$ cat config.mk
export PLATFORM = sky130hd
export DESIGN_NAME = rgba_blend_unit
export DESIGN_NICKNAME = d
export VERILOG_FILES = /design/src/design/rbu_pkg.sv /design/src/design/rbu_front.sv /design/src/design/rbu_div_stage.sv /design/src/design/rbu_out.sv /design/src/design/rgba_blend_unit.sv
export SDC_FILE = /design/constraint.sdc
export NUM_CORES = 2
export LEC_CHECK = 0
export ABC_AREA = 1
export BUFFER_PORTS_ARGS = -buffer_cell sky130_fd_sc_hd__buf_2
export CAP_MARGIN = 5
export CORE_MARGIN = 5
export CORE_UTILIZATION = 50
export CTS_CLUSTER_DIAMETER = 120
export DETAILED_ROUTE_END_ITERATION = 16
export GPL_ROUTABILITY_DRIVEN = 1
export PLACE_DENSITY = 0.65
export SLEW_MARGIN = 20
export SYNTH_ARGS = -nofsm -noshare
export SYNTH_HDL_FRONTEND = slang
export SYNTH_SLANG_ARGS = --single-unit
$ cat constraint.sdc
create_clock -name clk -period 34.8 [get_ports clk]
set_input_delay 5.22 -clock clk [delete_from_list [all_inputs] [get_ports clk]]
set_output_delay 5.22 -clock clk [all_outputs]
set_load 0.01 [all_outputs]
$ cat src/design/rbu_pkg.sv
// Shared types and constants for the RGBA blend unit.
package rbu_pkg;

  localparam int CHANNEL_BITS_DEF = 8;
  localparam int MODE_BITS = 2;

  typedef enum logic [MODE_BITS-1:0] {
    MODE_OVER = 2'd0,
    MODE_MUL  = 2'd1,
    MODE_ADD  = 2'd2,
    MODE_AVG  = 2'd3
  } rbu_mode_t;

  typedef struct packed {
    logic      vld;
    rbu_mode_t mode;
  } rbu_ctl_t;

endpackage

$ cat src/design/rbu_front.sv
// Operand stages: weights, products and the divider operands for each lane.
module rbu_front #(
  parameter int CB = rbu_pkg::CHANNEL_BITS_DEF
) (
  input  logic                         clk,
  input  logic                         rst_n,
  input  rbu_pkg::rbu_ctl_t            up_ctl,
  output logic                         up_ready,
  input  logic [3:0][CB-1:0]           bg,
  input  logic [3:0][CB-1:0]           fg,
  output rbu_pkg::rbu_ctl_t            dn_ctl,
  input  logic                         dn_ready,
  output logic [2:0][3*CB-1:0]         dn_num,
  output logic [2:0][2*CB-1:0]         dn_dvs,
  output logic [3:0][CB-1:0]           dn_byp
);
  import rbu_pkg::*;

  localparam int DW = 2 * CB;
  localparam int NW = 3 * CB;
  localparam logic [CB-1:0] MAXV = '1;
  localparam logic [CB-1:0] HALF = CB'((1 << (CB - 1)) - 1);

  rbu_ctl_t             s1_ctl_r, s2_ctl_r, s3_ctl_r;
  logic                 s1_rdy, s2_rdy, s3_rdy;
  logic [DW-1:0]        s1_wfg_r, s1_wbg_r, s1_wfg_nxt, s1_wbg_nxt;
  logic [3:0][DW-1:0]   s1_prod_r, s1_prod_nxt;
  logic [3:0][CB-1:0]   s1_byp_r, s1_byp_nxt;
  logic [2:0][CB-1:0]   s1_fg_r, s1_bg_r;
  logic [CB-1:0]        s1_fa_r;
  logic [DW-1:0]        s2_den_r, s2_wbg_r;
  logic [2:0][NW-1:0]   s2_pfg_r, s2_pbg_r;
  logic [3:0][DW-1:0]   s2_prod_r;
  logic [3:0][CB-1:0]   s2_byp_r;
  logic [CB-1:0]        s2_fa_r;
  logic [2:0][NW-1:0]   s3_num_r, s3_num_nxt;
  logic [2:0][DW-1:0]   s3_dvs_r, s3_dvs_nxt;
  logic [3:0][CB-1:0]   s3_byp_r, s3_byp_nxt;
  logic [DW:0]          s3_anum;
  logic [CB-1:0]        s3_aquo;
  logic [CB:0]          sum [3];

  assign s3_rdy   = !s3_ctl_r.vld || dn_ready;
  assign s2_rdy   = !s2_ctl_r.vld || s3_rdy;
  assign s1_rdy   = !s1_ctl_r.vld || s2_rdy;
  assign up_ready = s1_rdy;

  always_comb begin
    s1_wfg_nxt = {fg[3], {CB{1'b0}}} - DW'(fg[3]);
    s1_wbg_nxt = DW'(bg[3]) * DW'(MAXV - fg[3]);
    for (int i = 0; i < 4; i++) begin
      s1_prod_nxt[i] = DW'(bg[i]) * DW'(fg[i]);
    end
    for (int i = 0; i < 3; i++) begin
      sum[i] = {1'b0, bg[i]} + {1'b0, fg[i]};
      if (up_ctl.mode == MODE_ADD) begin
        s1_byp_nxt[i] = sum[i][CB] ? MAXV : sum[i][CB-1:0];
      end else begin
        s1_byp_nxt[i] = sum[i][CB:1];
      end
    end
    s1_byp_nxt[3] = (bg[3] > fg[3]) ? bg[3] : fg[3];
  end

  // The alpha lane divides by the full-scale value with a reciprocal add and shift.
  always_comb begin
    s3_byp_nxt = s2_byp_r;
    case (s2_ctl_r.mode)
      MODE_OVER: begin
        for (int i = 0; i < 3; i++) begin
          if (s2_den_r == '0) begin
            s3_num_nxt[i] = '0;
            s3_dvs_nxt[i] = DW'(1);
          end else begin
            s3_num_nxt[i] = s2_pfg_r[i] + s2_pbg_r[i] + NW'(s2_den_r >> 1);
            s3_dvs_nxt[i] = s2_den_r;
          end
        end
        s3_anum = {1'b0, s2_wbg_r} + (DW+1)'(HALF);
      end
      default: begin
        for (int i = 0; i < 3; i++) begin
          s3_num_nxt[i] = NW'(s2_prod_r[i]) + NW'(HALF);
          s3_dvs_nxt[i] = DW'(MAXV);
        end
        s3_anum = {1'b0, s2_prod_r[3]} + (DW+1)'(HALF);
      end
    endcase
    s3_aquo = CB'((s3_anum + (s3_anum >> CB) + (DW+1)'(1)) >> CB);
    if (s2_ctl_r.mode == MODE_OVER) begin
      s3_byp_nxt[3] = s3_aquo + s2_fa_r;
    end else if (s2_ctl_r.mode == MODE_MUL) begin
      s3_byp_nxt[3] = s3_aquo;
    end
  end

  always_ff @(posedge clk) begin
    if (!rst_n) begin
      s1_ctl_r <= '0;
      s2_ctl_r <= '0;
      s3_ctl_r <= '0;
    end else begin
      if (s1_rdy) s1_ctl_r <= up_ctl;
      if (s2_rdy) s2_ctl_r <= s1_ctl_r;
      if (s3_rdy) s3_ctl_r <= s2_ctl_r;
    end
  end

  always_ff @(posedge clk) begin
    if (s1_rdy) begin
      s1_wfg_r  <= s1_wfg_nxt;
      s1_wbg_r  <= s1_wbg_nxt;
      s1_prod_r <= s1_prod_nxt;
      s1_byp_r  <= s1_byp_nxt;
      s1_fg_r   <= fg[2:0];
      s1_bg_r   <= bg[2:0];
      s1_fa_r   <= fg[3];
    end
    if (s2_rdy) begin
      s2_den_r  <= s1_wfg_r + s1_wbg_r;
      s2_wbg_r  <= s1_wbg_r;
      for (int i = 0; i < 3; i++) begin
        s2_pfg_r[i] <= NW'(s1_fg_r[i]) * NW'(s1_wfg_r);
        s2_pbg_r[i] <= NW'(s1_bg_r[i]) * NW'(s1_wbg_r);
      end
      s2_prod_r <= s1_prod_r;
      s2_byp_r  <= s1_byp_r;
      s2_fa_r   <= s1_fa_r;
    end
    if (s3_rdy) begin
      s3_num_r <= s3_num_nxt;
      s3_dvs_r <= s3_dvs_nxt;
      s3_byp_r <= s3_byp_nxt;
    end
  end

  assign dn_ctl = s3_ctl_r;
  assign dn_num = s3_num_r;
  assign dn_dvs = s3_dvs_r;
  assign dn_byp = s3_byp_r;

endmodule

$ cat src/design/rbu_div_stage.sv
// One restoring division step for the three color lanes, producing one quotient bit.
module rbu_div_stage #(
  parameter int CB  = rbu_pkg::CHANNEL_BITS_DEF,
  parameter int BIT = 0
) (
  input  logic                 clk,
  input  logic                 rst_n,
  input  rbu_pkg::rbu_ctl_t    up_ctl,
  output logic                 up_ready,
  input  logic [2:0][3*CB-1:0] up_rem,
  input  logic [2:0][2*CB-1:0] up_dvs,
  input  logic [2:0][CB-1:0]   up_quo,
  input  logic [3:0][CB-1:0]   up_byp,
  output rbu_pkg::rbu_ctl_t    dn_ctl,
  input  logic                 dn_ready,
  output logic [2:0][3*CB-1:0] dn_rem,
  output logic [2:0][2*CB-1:0] dn_dvs,
  output logic [2:0][CB-1:0]   dn_quo,
  output logic [3:0][CB-1:0]   dn_byp
);
  import rbu_pkg::*;

  localparam int NW = 3 * CB;

  rbu_ctl_t           ctl_r;
  logic               rdy;
  logic [2:0][NW-1:0] rem_r, rem_nxt;
  logic [2:0][CB-1:0] quo_r, quo_nxt;
  logic [2:0][2*CB-1:0] dvs_r;
  logic [3:0][CB-1:0] byp_r;
  logic [NW-1:0]      shd [3];

  assign rdy      = !ctl_r.vld || dn_ready;
  assign up_ready = rdy;

  always_comb begin
    for (int i = 0; i < 3; i++) begin
      shd[i]     = NW'(up_dvs[i]) << BIT;
      rem_nxt[i] = up_rem[i];
      quo_nxt[i] = up_quo[i];
      if (up_rem[i] >= shd[i]) begin
        rem_nxt[i]      = up_rem[i] - shd[i];
        quo_nxt[i][BIT] = 1'b1;
      end
    end
  end

  always_ff @(posedge clk) begin
    if (!rst_n) begin
      ctl_r <= '0;
    end else if (rdy) begin
      ctl_r <= up_ctl;
    end
  end

  always_ff @(posedge clk) begin
    if (rdy) begin
      rem_r <= rem_nxt;
      quo_r <= quo_nxt;
      dvs_r <= up_dvs;
      byp_r <= up_byp;
    end
  end

  assign dn_ctl = ctl_r;
  assign dn_rem = rem_r;
  assign dn_dvs = dvs_r;
  assign dn_quo = quo_r;
  assign dn_byp = byp_r;

endmodule

$ cat src/design/rbu_out.sv
// Output register: picks the quotient or the direct result for each channel.
module rbu_out #(
  parameter int CB = rbu_pkg::CHANNEL_BITS_DEF
) (
  input  logic               clk,
  input  logic               rst_n,
  input  rbu_pkg::rbu_ctl_t  up_ctl,
  output logic               up_ready,
  input  logic [2:0][CB-1:0] up_quo,
  input  logic [3:0][CB-1:0] up_byp,
  output logic               out_valid,
  input  logic               out_ready,
  output logic [3:0][CB-1:0] pix
);
  import rbu_pkg::*;

  logic               vld_r;
  logic               rdy;
  logic [3:0][CB-1:0] pix_r, pix_nxt;

  assign rdy      = !vld_r || out_ready;
  assign up_ready = rdy;

  always_comb begin
    case (up_ctl.mode)
      MODE_OVER, MODE_MUL: begin
        pix_nxt[2:0] = up_quo;
        pix_nxt[3]   = up_byp[3];
      end
      default: begin
        pix_nxt = up_byp;
      end
    endcase
  end

  always_ff @(posedge clk) begin
    if (!rst_n) begin
      vld_r <= 1'b0;
    end else if (rdy) begin
      vld_r <= up_ctl.vld;
    end
  end

  always_ff @(posedge clk) begin
    if (rdy) begin
      pix_r <= pix_nxt;
    end
  end

  assign out_valid = vld_r;
  assign pix       = pix_r;

endmodule

$ cat src/design/rgba_blend_unit.sv
// Top level of the RGBA blend unit: operand stages, divider chain and output register.
//
//   channel   handshake                 beat contents
//   in        in_valid / in_ready       background and foreground RGBA pixel
//   out       out_valid / out_ready     blended RGBA pixel
//   cfg       cfg_valid / cfg_ready     blend mode register
//
// A pixel passes from input to output through three operand stages, one restoring
// division stage per quotient bit, and the output register. One beat is accepted
// every cycle while the output drains.
// Reset clears the valid bits of every stage and sets the blend mode to alpha over.
// A stall holds each occupied stage, and empty stages keep filling behind it.
module rgba_blend_unit #(
  parameter int CHANNEL_BITS = rbu_pkg::CHANNEL_BITS_DEF
) (
  input  logic                          clk,
  input  logic                          rst_n,
  input  logic                          cfg_valid,
  output logic                          cfg_ready,
  input  logic [rbu_pkg::MODE_BITS-1:0] cfg_blend_mode,
  input  logic                          in_valid,
  output logic                          in_ready,
  input  logic [CHANNEL_BITS-1:0]       in_bg_red,
  input  logic [CHANNEL_BITS-1:0]       in_bg_green,
  input  logic [CHANNEL_BITS-1:0]       in_bg_blue,
  input  logic [CHANNEL_BITS-1:0]       in_bg_alpha,
  input  logic [CHANNEL_BITS-1:0]       in_fg_red,
  input  logic [CHANNEL_BITS-1:0]       in_fg_green,
  input  logic [CHANNEL_BITS-1:0]       in_fg_blue,
  input  logic [CHANNEL_BITS-1:0]       in_fg_alpha,
  output logic                          out_valid,
  input  logic                          out_ready,
  output logic [CHANNEL_BITS-1:0]       out_red,
  output logic [CHANNEL_BITS-1:0]       out_green,
  output logic [CHANNEL_BITS-1:0]       out_blue,
  output logic [CHANNEL_BITS-1:0]       out_alpha
);
  import rbu_pkg::*;

  localparam int CB = CHANNEL_BITS;
  localparam int NW = 3 * CB;
  localparam int DW = 2 * CB;

  rbu_mode_t                mode_r;
  rbu_ctl_t                 in_ctl;
  logic [3:0][CB-1:0]       bg, fg, pix;

  rbu_ctl_t                 div_ctl [CB+1];
  logic [CB:0]              div_rdy;
  logic [CB:0][2:0][NW-1:0] div_rem;
  logic [CB:0][2:0][DW-1:0] div_dvs;
  logic [CB:0][2:0][CB-1:0] div_quo;
  logic [CB:0][3:0][CB-1:0] div_byp;

  assign cfg_ready = 1'b1;

  always_ff @(posedge clk) begin
    if (!rst_n) begin
      mode_r <= MODE_OVER;
    end else if (cfg_valid) begin
      mode_r <= rbu_mode_t'(cfg_blend_mode);
    end
  end

  assign in_ctl.vld  = in_valid;
  assign in_ctl.mode = mode_r;
  assign bg = {in_bg_alpha, in_bg_blue, in_bg_green, in_bg_red};
  assign fg = {in_fg_alpha, in_fg_blue, in_fg_green, in_fg_red};

  rbu_front #(.CB(CB)) u_front (
    .clk      (clk),
    .rst_n    (rst_n),
    .up_ctl   (in_ctl),
    .up_ready (in_ready),
    .bg       (bg),
    .fg       (fg),
    .dn_ctl   (div_ctl[0]),
    .dn_ready (div_rdy[0]),
    .dn_num   (div_rem[0]),
    .dn_dvs   (div_dvs[0]),
    .dn_byp   (div_byp[0])
  );

  assign div_quo[0] = '0;

  for (genvar j = 0; j < CB; j++) begin : g_div
    rbu_div_stage #(.CB(CB), .BIT(CB - 1 - j)) u_stage (
      .clk      (clk),
      .rst_n    (rst_n),
      .up_ctl   (div_ctl[j]),
      .up_ready (div_rdy[j]),
      .up_rem   (div_rem[j]),
      .up_dvs   (div_dvs[j]),
      .up_quo   (div_quo[j]),
      .up_byp   (div_byp[j]),
      .dn_ctl   (div_ctl[j+1]),
      .dn_ready (div_rdy[j+1]),
      .dn_rem   (div_rem[j+1]),
      .dn_dvs   (div_dvs[j+1]),
      .dn_quo   (div_quo[j+1]),
      .dn_byp   (div_byp[j+1])
    );
  end

  rbu_out #(.CB(CB)) u_out (
    .clk       (clk),
    .rst_n     (rst_n),
    .up_ctl    (div_ctl[CB]),
    .up_ready  (div_rdy[CB]),
    .up_quo    (div_quo[CB]),
    .up_byp    (div_byp[CB]),
    .out_valid (out_valid),
    .out_ready (out_ready),
    .pix       (pix)
  );

  assign out_red   = pix[0];
  assign out_green = pix[1];
  assign out_blue  = pix[2];
  assign out_alpha = pix[3];

endmodule
==> impl_metrics.yaml <==
worst_setup_path:
  crit_arrival_ps: 9810
  crit_chain: "buf_2, nor2_1, inv_2, nor2_4, inv_2, nor2_4, inv_6, nor2_4, inv_6, nor2_8, nand2_8, nor2_4, nand2_8, nor2_4, nand2_8, nor2_8, nand2_8, buf_2"
  rr_endpoint: "u_front.dn_byp[31]"
  start_kind: "input pin"
  crit_type: "input pin to output port"
  slowest_delay_ps: 370
  reg2reg_from: "u_front.s2_ctl_r[1]"
  crit_path_end: "in_ready"
  crit_start: "out_ready"
  reg2reg_depth: 30
  reg2reg_setup_slack_ps: 28390
  crit_required_ps: 29580
  critPathSlowestCell: "nand2_8"
  cpMostUsedCell: "nor2_4"
  cp_max_fo: 78
  cp-end-kind: "output port"
synth:
  syn_area_sq_um: 114000
  synth_ff_type: "edfxtp_1"
  syn_nets: 13300
  ys_ff_latch: 1622
  synth_top_area_share_pct: 42.0
  synth_simple_gate_area_share_pct: 12.3
  ys_seq_area_share_pct: 42.5
  synth_area_leader_cell: "edfxtp_1"
  netlist_instances: 11500
  synth_edf_count: 1595
  syn_avg_cell_area_sq_um: 9.89
  synth_top_family_by_area: "adder cells"
  ys_warn_count: 0
  synth_async_sr_flop_share_pct: 0
  synthAdderAreaFrac_pct: 24.2
  synth_compound_area_share_pct: 7.86
  synth_xor_area_share_pct: 4.72
  muxShareOfSynthArea_pct: 0.266
  synthDistinctLibCells: 70
  synthTopCellsByArea: "edfxtp_1, fa_1, ha_1"
placement:
  port_buffers: 104
  placed_area_sq_um: 118000
  place_congestion: 1.07
  dp.cells: 14400
  post-dp-hpwl_mm: 234
global_routing:
  grt_pass1_wl_mm: 457
  gr-total-overflow: 0
  grt_util_all_layers_pct: 25.0
  grt_pass1_vias: 81300
  grt_max_degree: 168
  antenna_found_initial: 29
routing:
  routed_wl_mm: 295
  firstDrtPassIters: 6
  via_count: 78500
  post_drt_wl_per_cell_microns: 20.0
  drcViolationCount: 0
  drt_iter0_markers: 5199
  ant_nets: 0
  via_per_inst: 5.32
status:
  status: "finished clean"
layout:
  num-fill-cells: 19600
  fin_nets: 13400
  register_area_sq_um: 48400
  multi_input_area_sq_um: 56300
  drive_gt1_share_pct: 4.94
  final_cell_mix: "nand2_1, inv_1, edfxtp_1"
  syn_to_final_growth_pct: 8.53
  fin_area_sq_um: 124000
  fin_cells: 14800
  final_common_cell: "nand2_1"
die:
  rows: 175
  core_region_area_sq_um: 227000
  die_w_microns: 487
  die-area_sq_um: 238000
  start_util_pct: 50.2
  io_pins: 106
  die_y_microns: 487
sta:
  min_period_ps: 15030
  rsz0062_at_grt: "false"
  hold_violations: 0
  relSlewSlack_pct: 18.2
  finalSetupViolCount: 0
  fmax_mhz: 66.5
  worst_slew_pin_slew_ps: 1230
  period_share_pct: 43.2
  finalMaxSlewViolations: 0
  skew_ps: 96.5
  fin_tns_setup_ps: 0
flow_run:
  max_cap_violations: 0
cts:
  postCtsSetupBuffers: 0
  cts_buffers: 173
  cts_sinks: 1622
  cts_resized: 0
  cts_root_buf: "clkbuf_16"
  ctsHoldBuffers: 0
  clock_latency_ps: 850
  cts_tree: "built"
  worst_setup_hold_path_clk_slew_ps: 60
  htree_levels: 4
  clk_path_buf_depth: 3
hold_path:
  min_path_type: "flip-flop to flip-flop"
## synth_stat cells (76+ instances only)
master and number:
edfxtp_1 1595, xnor2_1 286, nand2_1 2289, nor3_1 76
clkbuf_1 249, nor2_1 571, nand3_1 219, a21oi_1 750
ha_1 992, inv_1 2170, fa_1 758, o21ai_0 528
xor2_1 325
## per-layer routing
layer	wire, microns	track usage (%)
met5	55	0
met4	22300	15.9
met3	13700	3.24
met2	147000	44.0
met1	112000	28.8
## sequential cells by signal, summed over array words and instances (netlist names), 64 cells and up
| signal | cells |
|---|---|
| g_div.u_stage.dn_byp | 256 |
| g_div.u_stage.dn_dvs | 112 |
| g_div.u_stage.dn_rem | 504 |
| u_front.dn_num | 72 |
| u_front.s1_prod_r | 64 |
| u_front.s2_pbg_r | 72 |
| u_front.s2_pfg_r | 72 |
| u_front.s2_prod_r | 64 |
| g_div.u_stage.dn_quo | 108 |
## worst min-delay path by stage
stage / from / endpoint / depth (start not counted)
after global placement: g_div[6].u_stage.dn_quo[19] / g_div[7].u_stage.dn_quo[19] / 0
after floorplan: u_front.dn_byp[0] / g_div[0].u_stage.dn_byp[0] / 0
after detailed placement: u_front.dn_byp[10] / g_div[0].u_stage.dn_byp[10] / 0
final: u_front.s1_prod_r[22] / u_front.s2_prod_r[22] / 0
after CTS: u_front.s1_prod_r[22] / u_front.s2_prod_r[22] / 0
after global routing: u_front.s1_prod_r[22] / u_front.s2_prod_r[22] / 0
## critical path: cells and delay by family
kind	cells	cell delay, ps
buffers and inverters	6	1240
and+or+nand+nor	12	3220
## kinds of logic (layout without fill, tap and decap cells)
logic type                 after synthesis  after routing
AOI/OAI and AO/OA                     1634           1634
xor gates and xnor gates               613            613
adders and majority gates             1750           1750
buffers and inverters                 2468           2678
DFF                                   1622           1622
muxes                                   27             27
other                                    1             19
and+or+nand+nor                       3406           3406
## cell type report
class	instances	share of cell area [%]
Antenna cell	18	0.0364
Tap cell	3009	3.04
Clock buffer	196	3.57
Sequential cell	1622	39.2
Timing Repair Buffer	180	0.902
Multi-Input combinational cell	7431	45.5
Clock inverter	120	1.15
Inverter	2182	6.64
## stage by stage
step | hold WS, ps | setup WS [ps] | utilization [%]
after floorplan | 400 | 14920 | -
after global placement | 401 | 19720 | 51.9
after detailed placement | 405 | 19610 | 51.9
after CTS | 318 | 19610 | 54.5
after global routing | 337 | 19330 | 54.5
final | 345 | 19770 | 54.5
Power is left out: the tool's default activity adds up to more than one toggle a clock period on the data nets, which glitch-free logic cannot reach.
